File: config.mk
export PLATFORM = sky130hd
export DESIGN_NAME = min_max_filter_3x3_top
export DESIGN_NICKNAME = d
export VERILOG_FILES = /design/src/hdl/mmf_pkg.sv /design/src/hdl/mmf_cell.sv /design/src/hdl/mmf_reduce.sv /design/src/hdl/min_max_filter_3x3_top.sv
export SDC_FILE = /design/constraint.sdc
export NUM_CORES = 2
export LEC_CHECK = 0
export BUFFER_PORTS_ARGS = -buffer_cell sky130_fd_sc_hd__buf_4
export CAP_MARGIN = 15
export CORE_ASPECT_RATIO = 0.7
export CORE_MARGIN = 3
export CORE_UTILIZATION = 40
export CTS_BUF_LIST = sky130_fd_sc_hd__clkbuf_8
export DETAILED_ROUTE_END_ITERATION = 8
export SLEW_MARGIN = 20
export SYNTH_ARGS = -nofsm -noshare
export SYNTH_HDL_FRONTEND = slang
export SYNTH_SLANG_ARGS = --single-unit
File: constraint.sdc
create_clock -name clk -period 153.9 [get_ports clk]
set_input_delay 30.78 -clock clk [delete_from_list [all_inputs] [get_ports clk]]
set_output_delay 30.78 -clock clk [all_outputs]
set_load 0.02 [all_outputs]
File: src/hdl/mmf_pkg.sv
// mmf_pkg: frame geometry, pixel type, result control struct and compare helper
// shared by the min/max filter cells, the reduction tree and the top level
// no dependencies
package mmf_pkg;

    localparam int WIDTH  = 176;
    localparam int HEIGHT = 144;

    localparam int COL_W = $clog2(WIDTH);
    localparam int ROW_W = $clog2(HEIGHT + 2);
    localparam int PIX_W = 8;
    localparam int POS_W = 8;

    localparam logic MODE_MIN = 1'b0;
    localparam logic MODE_MAX = 1'b1;

    typedef logic [PIX_W-1:0] pix_t;
    typedef logic [POS_W-1:0] pos_t;

    // which window entries take part, and where the result sits
    typedef struct packed {
        logic [2:0] row_en;
        logic [2:0] col_en;
        pos_t       row;
        pos_t       col;
        logic       last;
    } res_ctl_t;

    function automatic pix_t pick(input pix_t a, input pix_t b, input logic mode);
        pix_t r;
        if (mode == MODE_MAX)
        begin
            r = (a > b) ? a : b;
        end
        else
        begin
            r = (a < b) ? a : b;
        end
        return r;
    endfunction

endpackage

File: src/hdl/mmf_cell.sv
// mmf_cell: one 8-bit storage cell of a shift chain, passes its pixel on per item
// used for the line stores and the 3x3 window; depends on mmf_pkg
module mmf_cell (
    input  logic        clk,
    input  logic        en,
    input  mmf_pkg::pix_t d,
    output mmf_pkg::pix_t q
);
    import mmf_pkg::*;

    pix_t pix_reg;

    always_ff @(posedge clk)
    begin
        if (en)
        begin
            pix_reg <= d;
        end
    end

    assign q = pix_reg;

endmodule

File: src/hdl/mmf_reduce.sv
// mmf_reduce: masked nine-way minimum or maximum over the 3x3 window
// masked entries are padded so they never win; depends on mmf_pkg
module mmf_reduce (
    input  logic [8:0][mmf_pkg::PIX_W-1:0] win,
    input  logic [8:0]                     en,
    input  logic                           mode,
    output mmf_pkg::pix_t                  value
);
    import mmf_pkg::*;

    pix_t pad;
    pix_t padded [9];
    pix_t lv1 [4];
    pix_t lv2 [2];
    pix_t lv3;

    always_comb
    begin
        pad = (mode == MODE_MAX) ? '0 : '1;
        for (int i = 0; i < 9; i++)
        begin
            padded[i] = en[i] ? pix_t'(win[i]) : pad;
        end
        for (int i = 0; i < 4; i++)
        begin
            lv1[i] = pick(padded[2*i], padded[2*i+1], mode);
        end
        lv2[0] = pick(lv1[0], lv1[1], mode);
        lv2[1] = pick(lv1[2], lv1[3], mode);
        lv3    = pick(lv2[0], lv2[1], mode);
        value  = pick(lv3, padded[8], mode);
    end

endmodule

File: src/hdl/min_max_filter_3x3_top.sv
// min_max_filter_3x3_top: 3x3 erosion / dilation over a raster pixel stream
// throughput: one item per cycle unless m_axis_tready stalls the output; a result passes the
// s1 and output registers after the item that completes its neighborhood, WIDTH+1 items after its own pixel
// the rate is set by the cell chains, which shift once per accepted item
// reset: async active low clears position, pipeline valids and mode;
// line store and window cells are not reset
module min_max_filter_3x3_top (
    input  logic                      clk,
    input  logic                      rst_n,
    input  logic                      cfg_wr_en,
    input  logic                      cfg_wr_data,
    input  logic                      s_axis_tvalid,
    output logic                      s_axis_tready,
    input  logic [7:0]                s_axis_tdata,   // pixel[7:0]
    output logic                      m_axis_tvalid,
    input  logic                      m_axis_tready,
    output logic [23:0]               m_axis_tdata,   // value[7:0], out_row[15:8], out_col[23:16]
    output logic                      m_axis_tlast    // frame_last
);
    import mmf_pkg::*;

    logic [COL_W-1:0] col_reg, col_next;
    logic [ROW_W-1:0] row_reg, row_next;
    logic             mode_reg;
    logic             s1_valid_reg;
    res_ctl_t         s1_ctl_reg;
    logic             out_valid_reg;
    res_ctl_t         out_ctl_reg;
    pix_t             out_value_reg;

    logic             advance;
    logic             in_acc;
    logic             res_hit;
    res_ctl_t         res_ctl;
    logic [ROW_W-1:0] row_m1, row_m2;
    logic [COL_W-1:0] col_m1;
    pix_t             new_pix;

    pix_t mid_q [WIDTH];
    pix_t up_q  [WIDTH];
    pix_t win_q [9];
    pix_t new_col [3];

    logic [8:0][PIX_W-1:0] win_flat;
    logic [8:0]            win_en;
    pix_t                  red_value;

    // handshake
    assign advance       = !out_valid_reg || m_axis_tready;
    assign s_axis_tready = !s1_valid_reg || advance;
    assign in_acc        = s_axis_tvalid && s_axis_tready;

    // position counters
    always_comb
    begin
        col_next = col_reg;
        row_next = row_reg;
        if (row_reg == ROW_W'(HEIGHT + 1))
        begin
            col_next = '0;
            row_next = '0;
        end
        else if (col_reg == COL_W'(WIDTH - 1))
        begin
            col_next = '0;
            row_next = row_reg + ROW_W'(1);
        end
        else
        begin
            col_next = col_reg + COL_W'(1);
        end
    end

    always_ff @(posedge clk or negedge rst_n)
    begin
        if (!rst_n)
        begin
            col_reg <= '0;
            row_reg <= '0;
        end
        else if (in_acc)
        begin
            col_reg <= col_next;
            row_reg <= row_next;
        end
    end

    always_ff @(posedge clk or negedge rst_n)
    begin
        if (!rst_n)
        begin
            mode_reg <= MODE_MIN;
        end
        else if (cfg_wr_en)
        begin
            mode_reg <= cfg_wr_data;
        end
    end

    // which result, if any, the item completes (in terms of the shifted window)
    assign row_m1 = row_reg - ROW_W'(1);
    assign row_m2 = row_reg - ROW_W'(2);
    assign col_m1 = col_reg - COL_W'(1);

    always_comb
    begin
        res_hit        = 1'b0;
        res_ctl.row_en = '0;
        res_ctl.col_en = '0;
        res_ctl.row    = '0;
        res_ctl.col    = '0;
        res_ctl.last   = 1'b0;
        if (col_reg == '0)
        begin
            if (row_reg >= ROW_W'(2))
            begin
                // last column of the row two above
                res_hit           = 1'b1;
                res_ctl.row_en[0] = (row_reg != ROW_W'(2));
                res_ctl.row_en[1] = 1'b1;
                res_ctl.row_en[2] = (row_reg <= ROW_W'(HEIGHT));
                res_ctl.col_en    = 3'b011;
                res_ctl.row       = POS_W'(row_m2);
                res_ctl.col       = POS_W'(WIDTH - 1);
                res_ctl.last      = (row_reg == ROW_W'(HEIGHT + 1));
            end
        end
        else if (row_reg >= ROW_W'(1) && row_reg <= ROW_W'(HEIGHT))
        begin
            res_hit           = 1'b1;
            res_ctl.row_en[0] = (row_reg != ROW_W'(1));
            res_ctl.row_en[1] = 1'b1;
            res_ctl.row_en[2] = (row_reg < ROW_W'(HEIGHT));
            res_ctl.col_en[0] = (col_reg != COL_W'(1));
            res_ctl.col_en[1] = 1'b1;
            res_ctl.col_en[2] = 1'b1;
            res_ctl.row       = POS_W'(row_m1);
            res_ctl.col       = POS_W'(col_m1);
        end
    end

    // line store chains
    assign new_pix = (row_reg < ROW_W'(HEIGHT)) ? pix_t'(s_axis_tdata[PIX_W-1:0]) : '0;

    genvar gi, gr, gc;
    generate
        for (gi = 0; gi < WIDTH; gi++)
        begin : g_line
            if (gi == 0)
            begin : g_head
                mmf_cell u_mid (.clk(clk), .en(in_acc), .d(new_pix), .q(mid_q[gi]));
                mmf_cell u_up  (.clk(clk), .en(in_acc), .d(mid_q[WIDTH-1]), .q(up_q[gi]));
            end
            else
            begin : g_body
                mmf_cell u_mid (.clk(clk), .en(in_acc), .d(mid_q[gi-1]), .q(mid_q[gi]));
                mmf_cell u_up  (.clk(clk), .en(in_acc), .d(up_q[gi-1]), .q(up_q[gi]));
            end
        end
    endgenerate

    assign new_col[0] = up_q[WIDTH-1];
    assign new_col[1] = mid_q[WIDTH-1];
    assign new_col[2] = new_pix;

    // window chains, newest column at the right
    generate
        for (gr = 0; gr < 3; gr++)
        begin : g_wrow
            for (gc = 0; gc < 3; gc++)
            begin : g_wcol
                if (gc == 2)
                begin : g_new
                    mmf_cell u_win (.clk(clk), .en(in_acc), .d(new_col[gr]),
                                    .q(win_q[gr*3+gc]));
                end
                else
                begin : g_old
                    mmf_cell u_win (.clk(clk), .en(in_acc), .d(win_q[gr*3+gc+1]),
                                    .q(win_q[gr*3+gc]));
                end
            end
        end
    endgenerate

    always_comb
    begin
        for (int r = 0; r < 3; r++)
        begin
            for (int c = 0; c < 3; c++)
            begin
                win_flat[r*3+c] = win_q[r*3+c];
                win_en[r*3+c]   = s1_ctl_reg.row_en[r] & s1_ctl_reg.col_en[c];
            end
        end
    end

    mmf_reduce u_reduce (
        .win   (win_flat),
        .en    (win_en),
        .mode  (mode_reg),
        .value (red_value)
    );

    // result pipeline
    always_ff @(posedge clk or negedge rst_n)
    begin
        if (!rst_n)
        begin
            s1_valid_reg  <= 1'b0;
            out_valid_reg <= 1'b0;
        end
        else
        begin
            if (in_acc)
            begin
                s1_valid_reg <= res_hit;
            end
            else if (advance)
            begin
                s1_valid_reg <= 1'b0;
            end
            if (advance)
            begin
                out_valid_reg <= s1_valid_reg;
            end
        end
    end

    always_ff @(posedge clk)
    begin
        if (in_acc)
        begin
            s1_ctl_reg <= res_ctl;
        end
        if (advance && s1_valid_reg)
        begin
            out_ctl_reg   <= s1_ctl_reg;
            out_value_reg <= red_value;
        end
    end

    assign m_axis_tvalid = out_valid_reg;
    assign m_axis_tdata  = {out_ctl_reg.col, out_ctl_reg.row, out_value_reg};
    assign m_axis_tlast  = out_ctl_reg.last;

`ifndef ASSERT_OFF
    a_window_held: assert property (@(posedge clk) disable iff (!rst_n)
        (s1_valid_reg && !advance) |=> $stable(win_flat))
        else $error("window moved under a pending result");

    a_last_pos: assert property (@(posedge clk) disable iff (!rst_n)
        (m_axis_tvalid && m_axis_tlast) |->
        (out_ctl_reg.row == POS_W'(HEIGHT - 1) && out_ctl_reg.col == POS_W'(WIDTH - 1)))
        else $error("frame_last on wrong position");

    a_col_range: assert property (@(posedge clk) disable iff (!rst_n)
        col_reg <= COL_W'(WIDTH - 1))
        else $error("column counter out of range");

    a_wrap_row: assert property (@(posedge clk) disable iff (!rst_n)
        (row_reg == ROW_W'(HEIGHT + 1)) |-> (col_reg == '0))
        else $error("final drain row has more than one item");
`endif

endmodule
==> run_results.csv <==
group,metric,value,unit
setup_path,cpLargestDelayFamily,"buffers and inverters",
global_routing,track_usage,10.38,%
detailed_routing,met2_length,45340,microns
cts,insertion_delay,920,ps
placement,port_buffers,40,
synth,ys_ff_latch,2906,
sta,setup_violations,0,
cts,cts_buffers,388,
setup_path,cpMostUsedCell,"buf_4",
pwr,power_density,15.43,nW/um^2
synth,synthArstFlopShare,0.6538,%
detailed_routing,routed_wirelength,124900,microns
die,io_pins,41,
detailed_routing,via_count,34940,
finish,n_fill_cell,18860,
pwr,irDropWorstVdd,0.000009688,V
finish,mostFrequentLayoutCells,"2887 x edfxtp_1, 392 x clkbuf_8, 157 x inv_1, 105 x clkinv_1, 98 x a21oi_1",
synth,synth-main-ff-cell,"edfxtp_1",
detailed_routing,avgRoutedWirePerCell,16.55,microns
global_routing,overflow,0,
cts,clock_tree.htree_level_count,5,
die,dieArea,238000,sq um
synth,ys_warn_count,0,
synth,synth_area_leaders,"edfxtp_1 93%, ha_1 0.96%, a21oi_1 0.53%, dfrtp_1 0.51%, o21ai_0 0.34%",
cts,numClockSinks,2906,
setup_path,critical-path-max-stage-delay,190,ps
cts,tritoncts,"yes",
min_path,min_path_type,"register to register",
detailed_routing,via_per_inst,4.628,
placement,dp_hpwl,61890,microns
sta,setup_tns,0,ps
synth,synth_top_cell_by_area,"edfxtp_1",
sta,rsz0062_at_grt,"false",
die,die_y,409.1,microns
cts,path_clk_slew,70,ps
detailed_routing,routed.top_layer,"met4",
cts,post_cts_resized,0,
setup_path,crit_required,123120,ps
setup_path,critical_path_buf_inv_count,2,
finish,multiInputGateArea,5269,sq um
detailed_routing,drc_errors,0,
placement,place_congestion,0.7920,
sta,relSlewSlack,25.59,%
sta,drv_slew,0,
detailed_routing,wl_met1,68790,microns
sta,skew,49.60,ps
setup_path,cp_slowest_cell,"nand3b_1",
die,initial_core_util,40.35,%
synth,synthCells,3776,
sta,hold_violations,0,
setup_path,crit_type,"primary input to output pin",
synth,synth_edf_count,2887,
setup_path,path_cells,"buf_4 -> nand3b_1 -> buf_4",
setup_path,crit_fanout,3,
finish,seq_area,87170,sq um
global_routing,antenna_found_initial,9,
sta,fin_crit_sh,40.31,%
cts,cts_root_buffer,"clkbuf_8",
sta,max_freq,16.12,MHz
cts,cts_buffer_depth,4,
synth,syn_avg_cell_area,24.59,sq um
setup_path,critPathArrivalTime,31260,ps
job,cap_viol_max_count,0,
global_routing,grt_pass1_wl,197200,microns
synth,synth-seq-area-share,93.89,%
run_status,status,"completed",
synth,ys_types,89,
die,die_w,581.8,microns
detailed_routing,wl_met3,7279,microns
sta,worst_pin_slew,1111,ps
finish,syn_to_final_growth,12.14,%
finish,layout-drive-gt1-share,13.57,%
die,placementRows,147,
sta,period_minus_slack,62040,ps
global_routing,grt_pass1_vias,33660,
finish,final_common_cell,"edfxtp_1",
die,core_area,230100,sq um
finish,nets,4274,
detailed_routing,ant_nets,0,
placement,placed_cell_area,97110,sq um
detailed_routing,drt-initial-drc-count,3822,
detailed_routing,dr.pass1.iters,6,
cts,cts_hold_buffers,0,
finish,final_area,104100,sq um
global_routing,grt_max_degree,197,
pwr,p_leak,0.03512,uW
cts,cts_setup_buffers,0,
setup_path,endpoint_kind,"output pin",
synth,netlist.area_leader.share,93.38,%
setup_path,startpoint_type,"primary input",
synth,syn_nets,3861,
synth,synth_area,92840,sq um
## final timing paths
check	to	slack (ps)	start	depth (start not counted)
hold / removal	g_line[166].g_body.u_mid.q[6]	370	g_line[165].g_body.u_mid.q[6]	0
hold reg to reg	g_line[166].g_body.u_mid.q[6]	370	g_line[165].g_body.u_mid.q[6]	0
setup / recovery	s_axis_tready	91860	m_axis_tready	3
max in group asynchronous	mode_reg	123820	rst_n	1
min in group asynchronous	row_reg[7]	29790	rst_n	1
setup reg to reg	out_value_reg[6]	140840	mode_reg	41
## cells by family (layout without fill, tap and decap cells)
group / after synthesis / in the layout / synth area share, %
DFF: 2906 / 2906 / 93.89
AOI/OAI and AO/OA: 322 / 322 / 2.286
and+or+nand+nor: 318 / 318 / 1.765
buffers and inverters: 100 / 818 / 0.4380
adders and majority gates: 71 / 71 / 0.9568
muxes: 48 / 48 / 0.5633
xor gates and xnor gates: 11 / 11 / 0.1038
other: 0 / 1 / 0
## report_power, final
| group | internal, uW | total, uW | switching [uW] |
|---|---|---|---|
| clock | 254 | 522 | 268 |
| combinational | 39.0 | 124 | 84.5 |
| sequential | 941 | 961 | 19.8 |
## layout make-up
class	instances	share of cell area, %
well taps	3054	3.670
diodes	1	0.002404
clock buffers	392	5.182
inverters	47	0.1767
flip-flops and latches	2906	83.73
multi-input cells	770	5.061
repair buffers	76	0.6670
clock inverters	303	1.515
## Yosys cell counts, drive strengths merged (3+ instances only)
library cell,n
edfxtp,2887
a21oi,103
nand2,80
nor2,77
ha,71
o21ai,67
inv,47
clkbuf,35
nor3,34
mux2i,29
a211oi,24
and2,23
nand3,22
a21o,21
a31oi,19
dfrtp,19
mux2,19
buf,18
nand4,14
and3,13
nand2b,13
a31o,9
nor2b,9
xnor2,8
o31ai,7
or3,7
nor4,6
o21a,6
o22ai,6
or2,6
a221oi,5
o211ai,5
o221ai,5
o311ai,5
a22o,4
a311oi,4
o41ai,4
a2111oi,3
a22oi,3
nand3b,3
nor3b,3
xor2,3
## routing by layer
metal | track usage, % | up-vias
li1 | - | 16100
met1 | 18.20 | 17760
met2 | 11.51 | 807
met3 | 2.902 | 275
met4 | 3.862 | 0
met5 | 0 | -
## metrics by stage
| step | setup slack [ps] | hold WS (ps) | cells | total power [uW] | util, % |
|---|---|---|---|---|---|
| after floorplan | 37480 | 400.3 | 3776 | 1218 | - |
| after global placement | 91850 | 400.0 | 6852 | 1096 | 42.20 |
| after detailed placement | 91860 | 404.5 | 6852 | 1099 | 42.20 |
| after CTS | 91860 | 356.0 | 7547 | 1632 | 45.23 |
| after global routing | 91840 | 364.6 | 7549 | 1689 | 45.25 |
| final | 91860 | 369.1 | 7549 | 1606 | 45.25 |
## worst register-to-register path: cells and delay by family, from the launching register on
family                     cells  cell delay, ps
and+or+nand+nor               15            2990
buffers and inverters          3             820
DFF                            1             870
AOI/OAI and AO/OA             17            6160
adders and majority gates      4            1390
muxes                          2             510
Power figures use the tool's default switching activity.
